--- src/hdl/sde_pkg.sv ---
// Shared types, constants and operation codes for the SPH density estimator.
// Used by the controller, the datapath and the top level; no dependencies.
package sde_pkg;

  localparam int FRAC_BITS_DEFAULT = 16;

  localparam int CIDX_W = 24;
  localparam int WORD_W = 32;
  localparam int DENS_W = 48;
  localparam int IN_W   = 120;
  localparam int OUT_W  = 72;

  localparam logic [31:0] SELF_WEIGHT_RESET = 32'd1345205232;
  localparam logic [63:0] INV_PI_Q32        = 64'd1367130551;
  localparam logic [63:0] W21_16_Q30        = 64'd1409286144;
  localparam logic [63:0] ONE30             = 64'h0000_0000_4000_0000;

  localparam logic CFG_KERNEL_SELECT = 1'b0;
  localparam logic CFG_SELF_WEIGHT   = 1'b1;

  localparam logic [3:0] OP_ILS  = 4'd0;
  localparam logic [3:0] OP_T    = 4'd1;
  localparam logic [3:0] OP_U    = 4'd2;
  localparam logic [3:0] OP_N    = 4'd3;
  localparam logic [3:0] OP_PROD = 4'd4;
  localparam logic [3:0] OP_B2   = 4'd5;
  localparam logic [3:0] OP_B4   = 4'd6;
  localparam logic [3:0] OP_T4   = 4'd7;
  localparam logic [3:0] OP_W    = 4'd8;
  localparam logic [3:0] OP_C1   = 4'd9;
  localparam logic [3:0] OP_C2   = 4'd10;
  localparam logic [3:0] OP_C3   = 4'd11;
  localparam logic [3:0] OP_P    = 4'd12;
  localparam logic [3:0] OP_C    = 4'd13;

  typedef struct packed {
    logic       load;
    logic       open;
    logic       div_start;
    logic       mul_start;
    logic [3:0] op;
    logic       sqrt_start;
    logic       w_zero;
    logic       w_self;
    logic       emit;
  } sde_cmd_t;

  typedef struct packed {
    logic run_active;
    logic last;
    logic kernel_select;
    logic beyond;
    logic self_hit;
    logic q2_small;
    logic div_done;
    logic mul_done;
    logic mul_busy;
    logic sqrt_done;
    logic out_free;
  } sde_status_t;

endpackage

--- src/hdl/sde_ctrl.sv ---
// Controller state machine of the density estimator: sequences the divider,
// multiplier and square root of the datapath. Uses sde_pkg for command types.
module sde_ctrl import sde_pkg::*; (
  input  logic        clk,
  input  logic        rst,
  input  logic        in_valid,
  output logic        in_ready,
  input  sde_status_t status,
  output sde_cmd_t    cmd
);

  localparam logic [4:0] S_IDLE = 5'd0;
  localparam logic [4:0] S_DIV  = 5'd1;
  localparam logic [4:0] S_ILS  = 5'd2;
  localparam logic [4:0] S_T    = 5'd3;
  localparam logic [4:0] S_U    = 5'd4;
  localparam logic [4:0] S_N    = 5'd5;
  localparam logic [4:0] S_PROD = 5'd6;
  localparam logic [4:0] S_CHK  = 5'd7;
  localparam logic [4:0] S_SQRT = 5'd8;
  localparam logic [4:0] S_B2   = 5'd9;
  localparam logic [4:0] S_B4   = 5'd10;
  localparam logic [4:0] S_T4   = 5'd11;
  localparam logic [4:0] S_W    = 5'd12;
  localparam logic [4:0] S_C1   = 5'd13;
  localparam logic [4:0] S_C2   = 5'd14;
  localparam logic [4:0] S_C3   = 5'd15;
  localparam logic [4:0] S_P    = 5'd16;
  localparam logic [4:0] S_C    = 5'd17;
  localparam logic [4:0] S_EMIT = 5'd18;

  logic [4:0] state;
  logic [4:0] state_next;
  logic       fresh;

  assign in_ready = (state == S_IDLE);

  always_comb begin
    state_next = state;
    cmd        = '0;
    case (state)
      S_IDLE: begin
        cmd.load = in_valid;
        if (in_valid) begin
          state_next = status.run_active ? S_PROD : S_DIV;
        end
      end
      S_DIV: begin
        cmd.div_start = fresh;
        cmd.open      = fresh;
        if (status.div_done) state_next = S_ILS;
      end
      S_ILS: begin
        cmd.op = OP_ILS; cmd.mul_start = fresh;
        if (status.mul_done) state_next = S_T;
      end
      S_T: begin
        cmd.op = OP_T; cmd.mul_start = fresh;
        if (status.mul_done) state_next = S_U;
      end
      S_U: begin
        cmd.op = OP_U; cmd.mul_start = fresh;
        if (status.mul_done) state_next = S_N;
      end
      S_N: begin
        cmd.op = OP_N; cmd.mul_start = fresh;
        if (status.mul_done) state_next = S_PROD;
      end
      S_PROD: begin
        cmd.op = OP_PROD; cmd.mul_start = fresh;
        if (status.mul_done) state_next = S_CHK;
      end
      S_CHK: begin
        if (status.beyond) begin
          cmd.w_zero = 1'b1;
          state_next = S_P;
        end else if (status.self_hit) begin
          cmd.w_self = 1'b1;
          state_next = S_P;
        end else begin
          state_next = S_SQRT;
        end
      end
      S_SQRT: begin
        cmd.sqrt_start = fresh;
        if (status.sqrt_done) begin
          if (status.kernel_select) state_next = S_B2;
          else if (status.q2_small) state_next = S_C1;
          else state_next = S_C2;
        end
      end
      S_B2: begin
        cmd.op = OP_B2; cmd.mul_start = fresh;
        if (status.mul_done) state_next = S_B4;
      end
      S_B4: begin
        cmd.op = OP_B4; cmd.mul_start = fresh;
        if (status.mul_done) state_next = S_T4;
      end
      S_T4: begin
        cmd.op = OP_T4; cmd.mul_start = fresh;
        if (status.mul_done) state_next = S_W;
      end
      S_W: begin
        cmd.op = OP_W; cmd.mul_start = fresh;
        if (status.mul_done) state_next = S_P;
      end
      S_C1: begin
        cmd.op = OP_C1; cmd.mul_start = fresh;
        if (status.mul_done) state_next = S_P;
      end
      S_C2: begin
        cmd.op = OP_C2; cmd.mul_start = fresh;
        if (status.mul_done) state_next = S_C3;
      end
      S_C3: begin
        cmd.op = OP_C3; cmd.mul_start = fresh;
        if (status.mul_done) state_next = S_P;
      end
      S_P: begin
        cmd.op = OP_P; cmd.mul_start = fresh;
        if (status.mul_done) state_next = S_C;
      end
      S_C: begin
        cmd.op = OP_C; cmd.mul_start = fresh;
        if (status.mul_done) state_next = status.last ? S_EMIT : S_IDLE;
      end
      S_EMIT: begin
        if (status.out_free) begin
          cmd.emit   = 1'b1;
          state_next = S_IDLE;
        end
      end
      default: begin
        state_next = S_IDLE;
      end
    endcase
  end

  always_ff @(posedge clk) begin
    if (rst) begin
      state <= S_IDLE;
      fresh <= 1'b0;
    end else begin
      state <= state_next;
      fresh <= (state_next != state);
    end
  end

endmodule

--- config.mk ---
export PLATFORM = sky130hd
export DESIGN_NAME = sde_ctrl
export DESIGN_NICKNAME = d
export VERILOG_FILES = /design/src/hdl/sde_pkg.sv /design/src/hdl/sde_ctrl.sv
export SDC_FILE = /design/constraint.sdc
export NUM_CORES = 1
export LEC_CHECK = 0
export BUFFER_PORTS_ARGS = -buffer_cell sky130_fd_sc_hd__buf_2
export CORE_UTILIZATION = 45
export CTS_CLUSTER_SIZE = 16
export DETAILED_ROUTE_END_ITERATION = 8
export PLACE_DENSITY = 0.73
export SKIP_CTS_REPAIR_TIMING = 1
export SYNTH_ARGS = -nofsm -noshare
export SYNTH_HDL_FRONTEND = slang
export SYNTH_SLANG_ARGS = --single-unit
--- constraint.sdc ---
create_clock -name clk -period 2.4 [get_ports clk]
set_input_delay 0.36 -clock clk [delete_from_list [all_inputs] [get_ports clk]]
set_output_delay 0.36 -clock clk [all_outputs]
set_load 0.02 [all_outputs]
==> flow_summary.ini, run 1 <==
[outcome]
outcome = completed

[power_and_ir_drop]
p_int_mw = 0.291
p_per_area_mw_per_mm2 = 552
ir_worst_vdd_v = 0.000342
leakagePower_nw = 0.405
combPwrFrac = 0.560
switching_power_mw = 0.238
p_sw_frac = 0.450
clkPwrFrac = 0.180
power.total_mw = 0.529
power.share.sequential = 0.260

[global_routing]
antenna_found_initial = 0
grt_pass1_wl_um = 3470
overflow = 0
grt_pass1_vias = 806
track_usage = 0.242
grt_max_degree = 18

[placed_design]
dp.cells = 165
dpl_cell_area_sq_um = 935
post-dp-hpwl_um = 1590
place_ws_ps = 275
portBuffers = 25
routabilityCongestion = 0.842

[setup_path]
reg2reg_setup_slack_ps = 310
rr_startpoint = state[0]$_SDFF_PP0_
crit_end = cmd[1]
cp-start-kind = flip-flop
worstSetupEndpointType = primary output
critPathLaunch = state[3]$_SDFF_PP0_
worstPathArrival_ps = 1800
worst_r2r_path_depth = 5
worstPathRequired_ps = 2040
crit_type = reg2out
crit_fanout = 13
reg2reg_to = fresh$_SDFF_PP0_

[floorplan]
initial_core_util = 0.505
dieArea_sq_mm = 0.00196
core-area_sq_mm = 0.00159
fp.dieH_um = 44.3
die-width_um = 44.3
fp-row-count = 14
ios = 27

[synth]
ys_warn_count = 0
synth_async_sr_flop_share = 0
yosysUniqueCellTypes = 42
syn_inst = 123
synthTopCellsByArea = dfxtp_1, nor2_1, nand2_1, nor3_1, o21ai_0
synth_area_sq_um = 806
yosysTopAreaCell = dfxtp_1
synth_edf_count = 0
ys_seq_area_frac = 0.149
yosysTopAreaCellShare = 0.149
synth_flop_cell = dfxtp_1
syn_area_per_cell_sq_um = 6.55
ys_seq_elements = 6
syn_nets = 137

[sta]
finalCritPeriodShare = 0.900
slew_headroom = 0.617
fin_ws_ps = 241
setup-tns-final_ps = 0
timing.final.crit_period_ps = 2160
finalHoldViolCount = 0
clock.fmax_mhz = 463
finalSetupViolations = 0
rsz0062_at_grt = no
fin_skew_ps = 3.58
tightest_slew_ps = 569
slew_violations = 0
whs_ps = 354

[detailed_routing]
drt_wl_total_um = 2140
avgViaCountPerCell = 5.72
antenna_left = 0
first_pass_iters = 4
drc = 0
wl_per_cell_um = 12.8
drt_iter0_markers = 35
dr_total_vias = 961

[clocking]
cts-root-buf = clkbuf_4
clockBufferDepth = 2
cts_tree = yes
cts_buffers = 3
clk_pin_slew_ps = 50
clk_latency_ps = 250
cts.sinks = 6
htreeDepth = 1

[finish]
fin_nets = 160
fin_area_sq_um = 958
fin_cells = 168
num_antenna_cells = 0
drive_above_1_share = 0.285
area_growth_pct = 18.9
finalCoreUtilization = 0.601

[worst_hold_path]
hold_class = in2reg

[flow_run]
drv_cap = 0
## sequential cells by signal, indices dropped and copies added, names as in the netlist
signal  flops
state       5
fresh       1
## power by group through the flow
stage	clock network (mW)	registers, mW	logic [mW]
2_1_floorplan	0	0.120	0.237
3_3_place_gp	0	0.138	0.288
3_5_place_dp	0	0.138	0.293
4_1_cts	0.0984	0.136	0.294
5_1_grt	0.104	0.140	0.330
6_report	0.0954	0.138	0.296
## area by class of cell
class                   instances  area, sq um
repair buffers                 30          163
clock buffers                   3         22.5
inverters                       7         26.3
multi-input cells              98          596
fillers                       168          636
well taps                      24         30.0
flip-flops and latches          6          121
## synthesized netlist by cell type (3+ instances only)
library cell  number
inv_1              7
nor2_1            13
a22oi_1            5
nand3_1            3
clkbuf_1           4
a21oi_1            6
nor3b_1            3
o21ai_0            8
nand2_1           11
nand2b_1           3
a31oi_1            4
nor3_1             8
buf_2              3
dfxtp_1            6
## routing by layer
layer / GRT usage / vias to the layer above / part of all wire / wire, um
met3: 0.0490 / 5 / 0.062 / 132
li1: - / 491 / - / -
met1: 0.312 / 422 / 0.47 / 1010
met2: 0.388 / 43 / 0.45 / 963
met4: 0.109 / 0 / 0.017 / 36
met5: 0 / - / 0 / 0
## layout by cell type, fill, tap and decap left out, types with 3 or more instances in the layout
cell type,count
nor2_1,13
o21ai_0,8
a21oi_1,6
clkbuf_4,3
nor3_1,8
dfxtp_1,5
a22oi_1,5
inv_1,7
buf_4,5
nor3b_1,3
nand3_1,3
buf_2,25
nand2_1,11
a31oi_1,4
nand2b_1,3
## cells by family after synthesis
kind of cell,share of synthesized area
mux,0.0264
compound gates,0.281
buf+inv,0.112
flops,0.149
simple gates,0.432
## worst min path at each step
stage | from | endpoint | slack (ps) | depth (start not counted)
detailed placement | rst | fresh$_SDFF_PP0_ | 610 | 2
CTS | rst | fresh$_SDFF_PP0_ | 350 | 2
finish | rst | state[4]$_SDFF_PP0_ | 350 | 2
floorplan | rst | fresh$_SDFF_PP0_ | 420 | 1
global placement | rst | fresh$_SDFF_PP0_ | 600 | 2
global route | rst | fresh$_SDFF_PP0_ | 360 | 2
## worst max-delay path, stage by stage, from the launching register on
cell,delay [ps]
dfxtp_1,430
or3b_2,540
nor2_1,230
and3b_1,190
buf_2,160
(Power assumes the default switching activity.)
==> inputs of run 2 (changes only) <==
CTS_CLUSTER_SIZE = not set   (was 16)
clock period = 2.25 ns   (was 2.4 ns; I/O delays follow)
==> flow_summary.ini, run 2 (synthesis gave the netlist of run 1 again) <==
[setup_path]
crit_fanout = 10
max_stage_delay_ps = 510
crit_type = reg2out
crit_slowest_cell = or3b_2
cp-start-kind = flip-flop
crit_chain = or3b_2 -> nor2_1 -> and3b_1 -> buf_2
worstPathArrival_ps = 1850
worstPathRequired_ps = 1910
worst_r2r_path_depth = 5
worstSetupEndpointType = primary output

[sta]
finalHoldViolCount = 0
tightest_slew_ps = 444
rsz0062_at_grt = no
fin_skew_ps = 2.65
fin_ws_ps = 58.2
clock.fmax_mhz = 456
slew_violations = 0
finalSetupViolations = 0
slew_headroom = 0.703
timing.final.crit_period_ps = 2190
setup-tns-final_ps = 0
finalCritPeriodShare = 0.974

[finish]
fin_nets = 162
area_growth_pct = 20.7
fin_area_sq_um = 972
drive_above_1_share = 0.288
finalCoreUtilization = 0.610
largest_register = state
final_common_cell = buf_2
largest_register_ffs = 5
reg_top3 = state: 5 flops, fresh: 1 flops
num_antenna_cells = 0
final_cell_mix = buf_2, nor2_1, nand2_1

[placed_design]
post-dp-hpwl_um = 1700
portBuffers = 25
dpl_cell_area_sq_um = 950
routabilityCongestion = 0.849
place_ws_ps = 192

[power_and_ir_drop]
p_per_area_mw_per_mm2 = 589
ir_worst_vdd_v = 0.000527
leakagePower_nw = 0.414

[detailed_routing]
dr_total_vias = 999
antenna_left = 0
wl_per_cell_um = 13.0
drc = 0
first_pass_iters = 4
drt_iter0_markers = 37
avgViaCountPerCell = 5.88
drt_wl_total_um = 2210

[floorplan]
dieArea_sq_mm = 0.00196
die-width_um = 44.3
initial_core_util = 0.505
core-area_sq_mm = 0.00159
ios = 27
fp.dieH_um = 44.3
fp-row-count = 14

[global_routing]
grt_pass1_vias = 822
track_usage = 0.242
grt_max_degree = 14
antenna_found_initial = 0
grt_pass1_wl_um = 3570
overflow = 0

[worst_hold_path]
hold_class = in2reg
hold_path_depth = 2

[clocking]
cts_tree = yes
clk_latency_ps = 240
htreeDepth = 1
cts-root-buf = clkbuf_4
clockBufferDepth = 2
cts.sinks = 6
clk_pin_slew_ps = 40
cts_buffers = 3

[flow_run]
drv_cap = 0

[outcome]
outcome = completed
==> run 2: metal layers <==
metal  vias up  routed length [um]  global-route usage  part of all wire
met5         -                   0                   0                 0
met4         0                  51              0.0727             0.023
met3         8                 153              0.0531             0.069
met2        50                 973               0.400              0.44
met1       446                1040               0.313              0.47
li1        495                   -                   -                 -
==> run 2: path summary, 6_finish.rpt <==
| check | endpoint | slack, ps | startpoint |
|---|---|---|---|
| setup / recovery | cmd[1] | 60 | state[2]$_SDFF_PP0_ |
| hold reg to reg | state[1]$_SDFF_PP0_ | 830 | state[3]$_SDFF_PP0_ |
| hold / removal | state[0]$_SDFF_PP0_ | 360 | rst |
| setup reg to reg | fresh$_SDFF_PP0_ | 170 | state[4]$_SDFF_PP0_ |
==> run 2: layout make-up <==
cell class	instances	area, sq um
fillers	156	622
inverters	7	26.3
well taps	24	30.0
clock buffers	3	22.5
multi-input cells	98	596
flip-flops and latches	6	120
repair buffers	32	178
==> run 2: stage by stage <==
step / hold slack, ps / power, mW / instances
floorplan: 401 / 0.380 / 123
global placement: 582 / 0.464 / 167
detailed placement: 603 / 0.473 / 167
CTS: 353 / 0.570 / 170
global route: 355 / 0.617 / 170
finish: 359 / 0.573 / 170
==> run 2: where the power goes <==
group	switching, mW	total [mW]	internal [mW]	leakage, nW
combinational	0.191	0.326	0.135	0.351
sequential	0.0292	0.152	0.123	0.0492
clock	0.0343	0.0943	0.0600	0.0138
total	0.255	0.573	0.318	0.414
==> run 2: critical path: cells and delay by family, from the launching register on <==
family,cells,cell delay [ps]
DFF,1,500
buffers and inverters,1,160
and+or+nand+nor,3,950
==> inputs of run 3 (changes only) <==
MAX_ROUTING_LAYER = met4   (was not set)
==> flow_summary.ini, run 3 (synthesis gave the netlist of run 1 again) <==
[placed_design]
dpl_cell_area_sq_um = 950
portBuffers = 25
routabilityCongestion = 0.862
dp.cells = 167
post-dp-hpwl_um = 1700
place_ws_ps = 192

[floorplan]
fp.dieH_um = 44.3
die-width_um = 44.3
dieArea_sq_mm = 0.00196
core-area_sq_mm = 0.00159
fp-row-count = 14
ios = 27
initial_core_util = 0.505

[detailed_routing]
antenna_left = 0
drt_iter0_markers = 42
avgViaCountPerCell = 5.91
drt_wl_total_um = 2220
dr_total_vias = 1005
wl_per_cell_um = 13.1
drc = 0
first_pass_iters = 4

[global_routing]
antenna_found_initial = 0
track_usage = 0.248
grt_pass1_vias = 822
grt_pass1_wl_um = 3560
grt_max_degree = 14
overflow = 0

[sta]
finalHoldViolCount = 0
setup-tns-final_ps = 0
rsz0062_at_grt = no
finalCritPeriodShare = 0.970
fin_skew_ps = 2.87
slew_headroom = 0.706
tightest_slew_ps = 440
whs_ps = 360
clock.fmax_mhz = 458
timing.final.crit_period_ps = 2180
finalSetupViolations = 0
slew_violations = 0
fin_ws_ps = 66.8

[finish]
largest_register = state
num_antenna_cells = 0
fin_area_sq_um = 972
multi_input_area_sq_um = 596
fin_cells = 170
reg_top3 = state: 5 flops, fresh: 1 flops
seq_area_sq_um = 120
largest_register_ffs = 5
fin_nets = 162
area_growth_pct = 20.7
drive_above_1_share = 0.288
n_fill_cell = 156
final_common_cell = buf_2
final_cell_mix = buf_2, nor2_1, nand2_1

[clocking]
clk_pin_slew_ps = 40
clockBufferDepth = 2
clk_latency_ps = 240
htreeDepth = 1
cts-root-buf = clkbuf_4
cts_tree = yes
cts.sinks = 6
cts_buffers = 3

[setup_path]
crit_family = simple AND/OR/NAND/NOR gates
crit_slowest_cell = dfxtp_1
cp-start-kind = flip-flop
max_stage_delay_ps = 500
worstSetupEndpointType = primary output
crit_chain = or3b_2 -> nor2_1 -> and3b_1 -> buf_2
worstPathArrival_ps = 1850
crit_type = reg2out
crit_fanout = 10
crit_buf_inv = 1
worstPathRequired_ps = 1910

[power_and_ir_drop]
leakagePower_nw = 0.414
ir_worst_vdd_v = 0.000527
p_per_area_mw_per_mm2 = 589

[flow_run]
drv_cap = 0

[worst_hold_path]
hold_class = in2reg

[outcome]
outcome = completed
[run 3: routing by layer]
metal / global-route usage / share of wire
met1: 0.310 / 0.46
met2: 0.400 / 0.44
met3: 0.0531 / 0.075
met4: 0.0727 / 0.021
met5: - / 0
[run 3: layout make-up]
cell class              instances  share of cell area
inverters                       7              0.0270
clock buffers                   3              0.0232
repair buffers                 32               0.183
flip-flops and latches          6               0.124
well taps                      24              0.0309
multi-input cells              98               0.613
[run 3: power breakdown]
part / internal [mW] / switching (mW)
Combinational: 0.135 / 0.191
Sequential: 0.123 / 0.0290
Clock: 0.0600 / 0.0344
Total: 0.318 / 0.254
[run 3: per-stage QoR]
step                      power, mW  utilization
after detailed placement      0.473        0.596
after global routing          0.617        0.610
final                         0.573        0.610
after floorplan               0.380            -
after CTS                     0.570        0.610
after global placement        0.464        0.596
[run 3: worst paths after layout]
kind / start / to / slack [ps] / cells past startpoint
setup reg to reg: state[4]$_SDFF_PP0_ / fresh$_SDFF_PP0_ / 160 / 5
hold / removal: rst / state[0]$_SDFF_PP0_ / 360 / 2
setup / recovery: state[2]$_SDFF_PP0_ / cmd[1] / 70 / 4
hold reg to reg: state[3]$_SDFF_PP0_ / state[1]$_SDFF_PP0_ / 830 / 3
